==> src/sv/mcwd_pkg.sv <==
// Package for the multi-client watchdog: beat payload structs, opcodes,
// register map and fixed widths. No dependencies.
package mcwd_pkg;

    // client numbers and the client count share one fixed width
    localparam int unsigned ID_W      = 5;
    localparam int unsigned COUNT_W   = 12;
    localparam int unsigned APB_AW    = 3;
    localparam int unsigned APB_DW    = 32;

    localparam logic [COUNT_W-1:0] RELOAD_RST = 12'hFFF;

    typedef enum logic [1:0] {
        OP_TICK     = 2'd0,
        OP_REGISTER = 2'd1,
        OP_CHECKIN  = 2'd2,
        OP_NOP      = 2'd3
    } t_opcode;

    // register index, taken from paddr bit 2
    typedef enum logic {
        REG_RELOAD = 1'b0,
        REG_ENABLE = 1'b1
    } t_reg_idx;

    typedef struct packed {
        t_opcode         opcode;
        logic [ID_W-1:0] client_id;
    } t_wd_in;

    typedef struct packed {
        logic [ID_W-1:0] assigned_id;
        logic            status;
        logic            kicked;
        logic            expired;
    } t_wd_out;

endpackage

==> src/sv/multi_client_watchdog_core.sv <==
// Multi-client watchdog core: client table, check-in mask, prescaled
// down-counter and sticky expiry, with an APB-style register port.
// Depends on mcwd_pkg.
//
// Usage: each input beat (tick, register, check-in, nop) yields exactly one result
// beat. One beat is accepted every cycle while o_stall is low; its result appears
// in the output register in the next cycle. That single output register also sets
// the stall: o_stall rises only while a result sits in that register and i_stall holds
// it, so a stalled consumer backs up the producer in the same cycle. Clients
// register in order and get numbers 0..MAX_CLIENTS-1; once every registered
// client has checked in, the counter reloads and the mask clears (kick).
// Ticks go through a divide-by-PRESCALE prescaler; each wrap decrements the
// 12-bit counter while enabled, and reaching zero sets a sticky expired flag
// that only reset clears. Setting enable from 0 to 1 loads the counter from
// the reload register. Registers: reload count at byte 0, enable at byte 4;
// write them only while no beat is in flight.
module multi_client_watchdog_core
    import mcwd_pkg::*;
#(
    parameter int unsigned MAX_CLIENTS = 31,
    parameter int unsigned PRESCALE    = 256
) (
    input  logic              i_clk,
    input  logic              i_rst_n,
    // item input channel
    input  logic              i_valid,
    output logic              o_stall,
    input  t_wd_in            i_in_data,
    // result output channel
    output logic              o_valid,
    input  logic              i_stall,
    output t_wd_out           o_out_data,
    // register port
    input  logic              psel,
    input  logic              penable,
    input  logic              pwrite,
    input  logic [APB_AW-1:0] paddr,
    input  logic [APB_DW-1:0] pwdata,
    output logic [APB_DW-1:0] prdata,
    output logic              pready
);

    localparam int unsigned PS_W = $clog2(PRESCALE);
    localparam logic [PS_W-1:0]  PS_LAST  = PS_W'(PRESCALE - 1);
    localparam logic [ID_W-1:0]  MAX_CNT  = ID_W'(MAX_CLIENTS);

    // state
    logic [COUNT_W-1:0]     r_reload;
    logic                   r_enable;
    logic [ID_W-1:0]        r_client_count, n_client_count;
    logic [MAX_CLIENTS-1:0] r_mask, n_mask;
    logic [PS_W-1:0]        r_prescale, n_prescale;
    logic [COUNT_W-1:0]     r_down, n_down;
    logic                   r_expired, n_expired;

    // result register
    logic                   r_out_valid;
    t_wd_out                r_out, n_out;

    logic                   w_accept;
    logic                   w_kick;
    logic                   w_cfg_wr;
    logic                   w_start;
    t_reg_idx               w_reg_idx;
    logic [MAX_CLIENTS-1:0] w_mask_set;
    logic [MAX_CLIENTS-1:0] w_valid_bits;

    // Stall the producer only while a result waits and the consumer stalls.
    assign o_stall  = r_out_valid & i_stall;
    assign w_accept = i_valid & ~o_stall;

    assign o_valid    = r_out_valid;
    assign o_out_data = r_out;

    // ---------------------------------------------------------------------
    // Item datapath: one short pass from the state registers to the
    // result register.
    // ---------------------------------------------------------------------
    always_comb begin
        n_client_count = r_client_count;
        n_mask         = r_mask;
        n_prescale     = r_prescale;
        n_down         = r_down;
        n_expired      = r_expired;
        w_kick         = 1'b0;
        w_mask_set     = '0;
        w_valid_bits   = '0;

        n_out             = '0;

        // Bits of clients that have been handed out so far.
        for (int i = 0; i < MAX_CLIENTS; i++) begin
            w_valid_bits[i] = (ID_W'(i) < r_client_count);
        end

        case (i_in_data.opcode)
            OP_TICK: begin
                // Prescaler runs regardless of enable; only the decrement
                // is gated.
                if (r_prescale == PS_LAST) begin
                    n_prescale = '0;
                    if (r_enable) begin
                        if (r_down != '0) begin
                            n_down = r_down - COUNT_W'(1);
                        end
                        if (n_down == '0) begin
                            n_expired = 1'b1;
                        end
                    end
                end else begin
                    n_prescale = r_prescale + PS_W'(1);
                end
            end
            OP_REGISTER: begin
                if (r_client_count < MAX_CNT) begin
                    for (int i = 0; i < MAX_CLIENTS; i++) begin
                        w_mask_set[i] = (ID_W'(i) == r_client_count);
                    end
                    n_out.assigned_id = r_client_count;
                    n_mask            = r_mask | w_mask_set;
                    n_client_count    = r_client_count + ID_W'(1);
                end else begin
                    // Table full: refuse, hold the count saturated.
                    n_out.status = 1'b1;
                end
            end
            OP_CHECKIN: begin
                // Numbers past the table are dropped; unregistered numbers
                // inside it still set their bit.
                if (i_in_data.client_id < MAX_CNT) begin
                    for (int i = 0; i < MAX_CLIENTS; i++) begin
                        w_mask_set[i] = (ID_W'(i) == i_in_data.client_id);
                    end
                    n_mask = r_mask | w_mask_set;
                    if (&(n_mask | ~w_valid_bits)) begin
                        w_kick = 1'b1;
                        n_mask = '0;
                        n_down = r_reload;
                    end
                end
            end
            default: begin
                // OP_NOP: nothing moves
            end
        endcase

        n_out.kicked  = w_kick;
        n_out.expired = n_expired;
    end

    // ---------------------------------------------------------------------
    // Register port
    // ---------------------------------------------------------------------
    assign pready    = 1'b1;
    assign w_cfg_wr  = psel & penable & pwrite;
    assign w_reg_idx = t_reg_idx'(paddr[2]);
    // Start: a 0 to 1 write of enable loads the counter.
    assign w_start   = w_cfg_wr & (w_reg_idx == REG_ENABLE) & pwdata[0] & ~r_enable;

    always_comb begin
        case (w_reg_idx)
            REG_RELOAD: prdata = APB_DW'(r_reload);
            REG_ENABLE: prdata = APB_DW'(r_enable);
            default:    prdata = '0;
        endcase
    end

    // ---------------------------------------------------------------------
    // State and result registers
    // ---------------------------------------------------------------------
    always_ff @(posedge i_clk) begin
        if (!i_rst_n) begin
            r_reload       <= RELOAD_RST;
            r_enable       <= 1'b0;
            r_client_count <= '0;
            r_mask         <= '0;
            r_prescale     <= '0;
            r_down         <= RELOAD_RST;
            r_expired      <= 1'b0;
            r_out_valid    <= 1'b0;
        end else begin
            if (w_accept) begin
                r_client_count <= n_client_count;
                r_mask         <= n_mask;
                r_prescale     <= n_prescale;
                r_expired      <= n_expired;
                r_out_valid    <= 1'b1;
            end else if (!i_stall) begin
                r_out_valid    <= 1'b0;
            end

            // Users must write registers only while idle (not enforced); a start wins anyway.
            if (w_start) begin
                r_down <= r_reload;
            end else if (w_accept) begin
                r_down <= n_down;
            end

            if (w_cfg_wr) begin
                case (w_reg_idx)
                    REG_RELOAD: begin
                        r_reload <= pwdata[COUNT_W-1:0];
                    end
                    REG_ENABLE: begin
                        r_enable <= pwdata[0];
                    end
                    default: begin
                    end
                endcase
            end
        end
    end

    always_ff @(posedge i_clk) begin
        if (w_accept) begin
            r_out <= n_out;
        end
    end

    // ---------------------------------------------------------------------
    // Assertions
    // ---------------------------------------------------------------------
    a_expired_sticky: assert property (@(posedge i_clk) disable iff (!i_rst_n)
        r_expired |=> r_expired)
        else $error("expired flag dropped without reset");

    a_count_bound: assert property (@(posedge i_clk) disable iff (!i_rst_n)
        r_client_count <= MAX_CNT)
        else $error("client count beyond table size");

    a_kick_clears: assert property (@(posedge i_clk) disable iff (!i_rst_n)
        (w_accept && w_kick && !w_cfg_wr) |=>
            (r_mask == '0 && r_down == $past(r_reload) && r_out.kicked))
        else $error("kick did not reload counter and clear mask");

    a_refuse_full: assert property (@(posedge i_clk) disable iff (!i_rst_n)
        (r_out_valid && r_out.status) |-> (r_client_count == MAX_CNT))
        else $error("registration refused with room in the table");

    a_expired_zero: assert property (@(posedge i_clk) disable iff (!i_rst_n)
        (w_accept && n_expired && !r_expired) |=> (r_down == '0 || r_out.kicked))
        else $error("expiry raised with counter not at zero");

endmodule

==> config.mk <==
export PLATFORM = sky130hd
export DESIGN_NAME = multi_client_watchdog_core
export DESIGN_NICKNAME = d
export VERILOG_FILES = /design/src/sv/mcwd_pkg.sv /design/src/sv/multi_client_watchdog_core.sv
export SDC_FILE = /design/constraint.sdc
export NUM_CORES = 1
export LEC_CHECK = 0
export ABC_AREA = 1
export BUFFER_PORTS_ARGS = -buffer_cell sky130_fd_sc_hd__buf_4
export CORE_MARGIN = 5
export CORE_UTILIZATION = 40
export CTS_BUF_LIST = sky130_fd_sc_hd__clkbuf_4 sky130_fd_sc_hd__clkbuf_8
export CTS_CLUSTER_DIAMETER = 100
export DETAILED_ROUTE_END_ITERATION = 16
export SLEW_MARGIN = 5
export SYNTH_ARGS = -nofsm -noshare
export SYNTH_HDL_FRONTEND = slang
export SYNTH_SLANG_ARGS = --single-unit
==> constraint.sdc <==
create_clock -name i_clk -period 2.39 [get_ports i_clk]
set_input_delay 0.3585 -clock i_clk [delete_from_list [all_inputs] [get_ports i_clk]]
set_output_delay 0.3585 -clock i_clk [all_outputs]
set_load 0.03 [all_outputs]
Yosys cells after proc, flatten, opt, wreduce, memory -nomap -nowiden
Cells that the tools add are included.

Memories kept: 0. Output and inout port bits: 43. Register bits after elaboration: 79. Bits in writable memories: 0. ROM bits: 0. Input bits: 49. Latch bits: 0.

Bitwise operators: 14. Reduce and logical (&&, ||, !) cells: 17. Multiply operators: 0. Div/mod/pow operators: 0. $add $sub $neg: 3. Mux-type cells: 25. Equality and inequality tests: 70. Magnitude comparators: 33. Shift-type cells: 0.

Operators by type and width (count): $eq 5x5->1 const A (30); $mux 12 (10); $mux 31 (3); $or 31x31->31 (3); $eq 4x5->1 const A (16); $lt 5x5->1 const A (15); $pmux 32 s2 (1); $pmux 31 s2 (1); $eq 3x5->1 const A (8); $lt 4x5->1 const A (8); $not 31->31 (1); $reduce_and 31->1 (1); $pmux 12 s2 (1); $eq 2x5->1 const A (4); $lt 3x5->1 const A (4); $logic_not 12->1 (1); $ne 3x3->1 const B (4); $reduce_bool 12->1 (1); $sub 12x1->12 const B (1); $eq 1x5->1 const A (2); $logic_not 5->1 (2); $lt 1x5->1 const A (2); $lt 2x5->1 const A (2); $lt 5x5->1 const B (2); other kinds (18) (39).

Longest topological paths before layout
Depth in word-level cells: 10. Depth in mapped cells: 17. Depth with buffers taken out: 15.

Worst setup path before layout
OpenSTA, ideal clock, no wires.

Path kind: reg2reg. Start point: register r_out_valid (netlist: o_valid). End point: register r_prescale[7]. Arrival time: 2.088 ns. Stages on the path, launching flop included: 11. Setup time: 0.130 ns. Period minus slack after synthesis: 2.218 ns. Buffers on the path: 0. Setup slack: 0.172 ns. Data required time: 2.260 ns. Cells stage by stage: dfxtp_1 -> nand2_1 -> inv_1 -> nor2_1 -> nand2_1 -> nor2_1 -> nand2_1 -> nor2_1 -> nand3_1 -> xor2_1 -> nor2_1.

Cells in the longest elaborated chain, start to end: 4.

Ends and longest elaborated chain: from (decl) (line multi_client_watchdog_core.sv:57) `logic r_out_valid;`; from (signal assigned) (line multi_client_watchdog_core.sv:180) `r_out_valid <= 1'b0;`; from (signal assigned) (line multi_client_watchdog_core.sv:187) `r_out_valid <= 1'b1;`; from (signal assigned) (line multi_client_watchdog_core.sv:189) `r_out_valid <= 1'b0;`; $and 1x1->1 (line multi_client_watchdog_core.sv:69) `assign o_stall = r_out_valid & i_stall;`; net o_stall (line multi_client_watchdog_core.sv:27) `output logic o_stall,`; $not 1->1 (line multi_client_watchdog_core.sv:70) `assign w_accept = i_valid & ~o_stall;`; $and 1x1->1 (line multi_client_watchdog_core.sv:70); net w_accept (line multi_client_watchdog_core.sv:60) `logic w_accept;`; $reduce_and 2->1 (no line); to (signal assigned) (line multi_client_watchdog_core.sv:185) `r_prescale <= n_prescale;`; to (decl) (line multi_client_watchdog_core.sv:52) `logic [PS_W-1:0] r_prescale, n_prescale;`.

The timed path passes the listed nets, and every way through them passes these cells. A chain may end at the register's enable or synchronous reset.

Worst setup path after layout
Start point: register r_client_count[1]. End point: register r_down[2].

Cells in the longest elaborated chain, start to end: 6. Elaborated cells between the ends (all ways): 36. Those cells by class: order compare (31); eq/ne (1); bitwise (2); reduce/logical (2).

Ends and longest elaborated chain: from (decl) (line multi_client_watchdog_core.sv:50) `logic [ID_W-1:0] r_client_count, n_client_count;`; from (signal assigned) (line multi_client_watchdog_core.sv:183) `r_client_count <= n_client_count;`; $lt 1x5->1, or another cell as far along (line multi_client_watchdog_core.sv:93) `w_valid_bits[i] = (ID_W'(i) < r_client_count);`; $not 31->31 * (line multi_client_watchdog_core.sv:135) `if (&(n_mask | ~w_valid_bits)) begin`; $or 31x31->31 * (line multi_client_watchdog_core.sv:135); $reduce_and 31->1 * (line multi_client_watchdog_core.sv:135); $ne 3x3->1 (no line) *; $reduce_and 6->1 (no line) *; to (signal assigned) (line multi_client_watchdog_core.sv:194) `r_down <= r_reload;`; to (signal assigned) (line multi_client_watchdog_core.sv:196) `r_down <= n_down;`; to (decl) (line multi_client_watchdog_core.sv:53) `logic [COUNT_W-1:0] r_down, n_down;`.

Mark *: on every way between the ends. The rest lies on a longest branch, timed or not.

==> summary.md <==
| Metric | Value |
|---|---|
| Post-synthesis compound-gate area fraction | `16.9%` |
| Critical Path Start Type | `flop` |
| Largest net degree at the start of global routing | `40` |
| Ys flop type | `dfxtp_1` |
| CTS tree | `done` |
| Placed cells | `1041` |
| Setup Viol. Count Final | `0` |
| DRC Markers | `0` |
| Vias in the first global route | `5284` |
| Post-DRT Antenna Nets | `0` |
| Period utilization | `88.4%` |
| Worst-path clk slew | `0.09 ns` |
| Cell taking the most area after synthesis | `dfxtp_1` |
| Yosys reg bits | `79` |
| Worst Max-Slew Pin Slew | `0.501 ns` |
| Core area | `12800 µm²` |
| CTS root buffer | `clkbuf_8` |
| Max Cap Viol | `0` |
| Fillers | `1392` |
| Final cell count without fillers | `1057` |
| I/O Buffers | `48` |
| Post-synth EDFFs | `8` |
| Final critical-path setup slack | `0.278 ns` |
| Crit-path max FO | `12` |
| GRT Total Usage | `20.3%` |
| F_max | `473 MHz` |
| DPL Wire Length | `11.3 mm` |
| Hold Path Class | `in2reg` |
| Syn Inst Count | `833` |
| Yosys warnings | `0` |
| First-pass GRT wire length | `26.2 mm` |
| Routed WL per cell | `14.9 µm` |
| Yosys top cell area share | `27.0%` |
| Placed cell areas | `5800 µm²` |
| Sequential area share after synthesis | `31.6%` |
| Post-synthesis simple-gate area fraction | `33.3%` |
| Arr. time, crit path | `2.36 ns` |
| Synth-to-layout area growth | `13.5%` |
| Synth cell count leaders | `nand2_1 (166), nand3_1 (116), nor2_1 (87), inv_1 (80), dfxtp_1 (71)` |
| Tmin final | `2.11 ns` |
| Gr ovfl total | `0` |
| Die X | `125 µm` |
| Worst vdd ir | `0.292 mV` |
| Place WS | `0.237 ns` |
| Main combinational cell family by area after synthesis | `simple AND/OR/NAND/NOR gates` |
| Initial antenna violation count | `0` |
| Antenna cells | `0` |
| DIE AREA | `15500 µm²` |
| Leak pwr | `2.73 nW` |
| Worst EP required | `2.64 ns` |
| CTS buffer count | `9` |
| # IOs | `92` |
| Row cnt | `41` |
| Crit Path Class | `reg2reg` |
| Cell area power density | `492 nW/µm²` |
| H-tree Lvls | `3` |
| Initial DRC Count | `435` |
| Yosys cell types | `31` |
| Sink Count | `79` |
| Setup crit end kind | `flop` |
| Drt total wl | `15.7 mm` |
| Setup slack, reg-to-reg | `0.28 ns` |
| Setup Skew | `0.0125 ns` |
| Post-synthesis adder-cell area fraction | `2.14%` |
| Die Y | `125 µm` |
| RSZ-0062 raised after global routing | `false` |
| Syn_area_per_cell | `6.31 µm²` |
| Final Slew Violations | `0` |
| Rel. slew slack | `66.4%` |
| Setup TNS Final | `0 ns` |
| Final Hold Viols | `0` |
| Synth Area in XOR/XNOR | `1.83%` |
| Status | `finished clean` |
| Clock Latency Late Sink | `0.38 ns` |
| Layout cells sized above 1 | `14.8%` |
| Clock tree buffer depth | `2` |
| Hold_ws | `0.183 ns` |
| Vias | `5422` |
| RePlAce Congestion | `0.934` |
| Asr flop ratio synth | `0%` |
| Post-CTS Setup Inserts | `0` |
| Mux contribution to synthesized area | `0%` |
| Design Area, Final | `5970 µm²` |
| Final nets | `938` |
| Synth Cell Area | `5260 µm²` |
| Initial core utilization | `41.2%` |
| First-pass DRT Iterations | `5` |
| Top post-synthesis cells by area | `dfxtp_1 (27%), nand2_1 (12%), nand3_1 (11%)` |
| Count leader, synth | `nand2_1` |
| Via density | `5.13` |
[kinds of logic (layout without fill, tap and decap cells)]
logic type	count (synthesis)	in the layout
AND/OR/NAND/NOR	400	400
AO/OA/AOI/OAI	168	168
buffers and inverters	164	197
flip-flops	79	79
XOR/XNOR	11	11
adder cells (fa/ha/maj)	9	9
other	2	21
[stage by stage]
stage	utilization (%)	power [W]
after floorplan	-	0.00188
after global placement	45.4	0.00204
after detailed placement	45.4	0.00204
after CTS	46.7	0.00297
after global routing	46.7	0.00310
final	46.7	0.00294
[sequential cells by signal, indices dropped and copies added (netlist names)]
| register | cells |
|---|---|
| r_prescale | 8 |
| o_valid | 1 |
| r_down | 12 |
| r_mask | 31 |
| r_client_count | 5 |
| o_out_data | 8 |
| r_reload | 12 |
| r_enable | 1 |
| r_expired | 1 |
[cells in the final DEF, fill, tap and decap left out]
cell and count:
inv_1 80, o21ai_1 6, ha_1 9, inv_2 14, dfxtp_2 1, nand3_1 116
nor2_4 6, o21a_1 1, a21oi_2 1, o21ai_0 70, a31oi_1 31, nor3_1 5
conb_1 21, edfxtp_1 8, clkbuf_4 3, and3_1 1, a211oi_1 1, nor3b_1 2
clkinv_2 2, clkbuf_8 9, xor2_1 8, nor2_2 5, dfxtp_1 70, buf_4 84
nand4_1 8, nand2_1 166, clkinv_1 3, a21oi_1 58, nor2_1 87, clkinvlp_4 2
nand2_2 4, xnor2_1 3
[worst max-delay path: stages (launching register included)]
cell     delay [ns]
dfxtp_1        0.57
inv_2          0.09
nor2_1         0.26
nand3_1        0.12
nand2_1        0.08
nor2_1         0.04
nor2_1         0.08
nand3_1        0.08
nor2_1         0.16
nand2_2        0.10
nand2_2        0.08
nand2_2        0.16
nand2_1        0.10
nand3_1        0.08
[power breakdown]
group          internal [W]  switching, W  leakage, nW  total [W]
logic              0.000183      0.000409         1.98   0.000592
registers           0.00139     0.0000324        0.659    0.00142
clock network      0.000409      0.000515       0.0866   0.000924
[worst paths after layout]
check                                       from                         to  cells past startpoint
setup reg to reg  r_client_count[1]$_SDFFE_PN0P_     r_down[2]$_SDFFE_PN1P_                     13
hold reg to reg          r_down[10]$_SDFFE_PN1P_    r_down[10]$_SDFFE_PN1P_                      2
hold / removal                        pwdata[11]  r_reload[11]$_SDFFE_PN1P_                      3
setup / recovery  r_client_count[1]$_SDFFE_PN0P_     r_down[2]$_SDFFE_PN1P_                     13
[routing by layer]
metal | part of all wire [%] | track usage (%) | wire length [µm]
met4 | 3.0 | 7.29 | 467
met3 | 5.3 | 5.06 | 826
met2 | 48 | 34.3 | 7480
met5 | 0 | 0 | 0
met1 | 44 | 25.0 | 6960
[what timing repair did]
| item | CTS | global route |
|---|---|---|
| endpoints found under the setup margin | 0 | 1 |
| gates resized for setup | 0 | 1 |
| hold buffers | 0 | 0 |
[final cells by class]
class	instances	area (µm²)	share of cell area [%]
clock buffers	12	146	2.45
clock inverters	4	25.0	0.419
inverters	97	364	6.10
multi-input cells	609	2930	49.0
flip-flops and latches	79	1660	27.8
well taps	172	215	3.60
repair buffers	84	631	10.6
No activity file was read; power rests on OpenSTA's default activity.
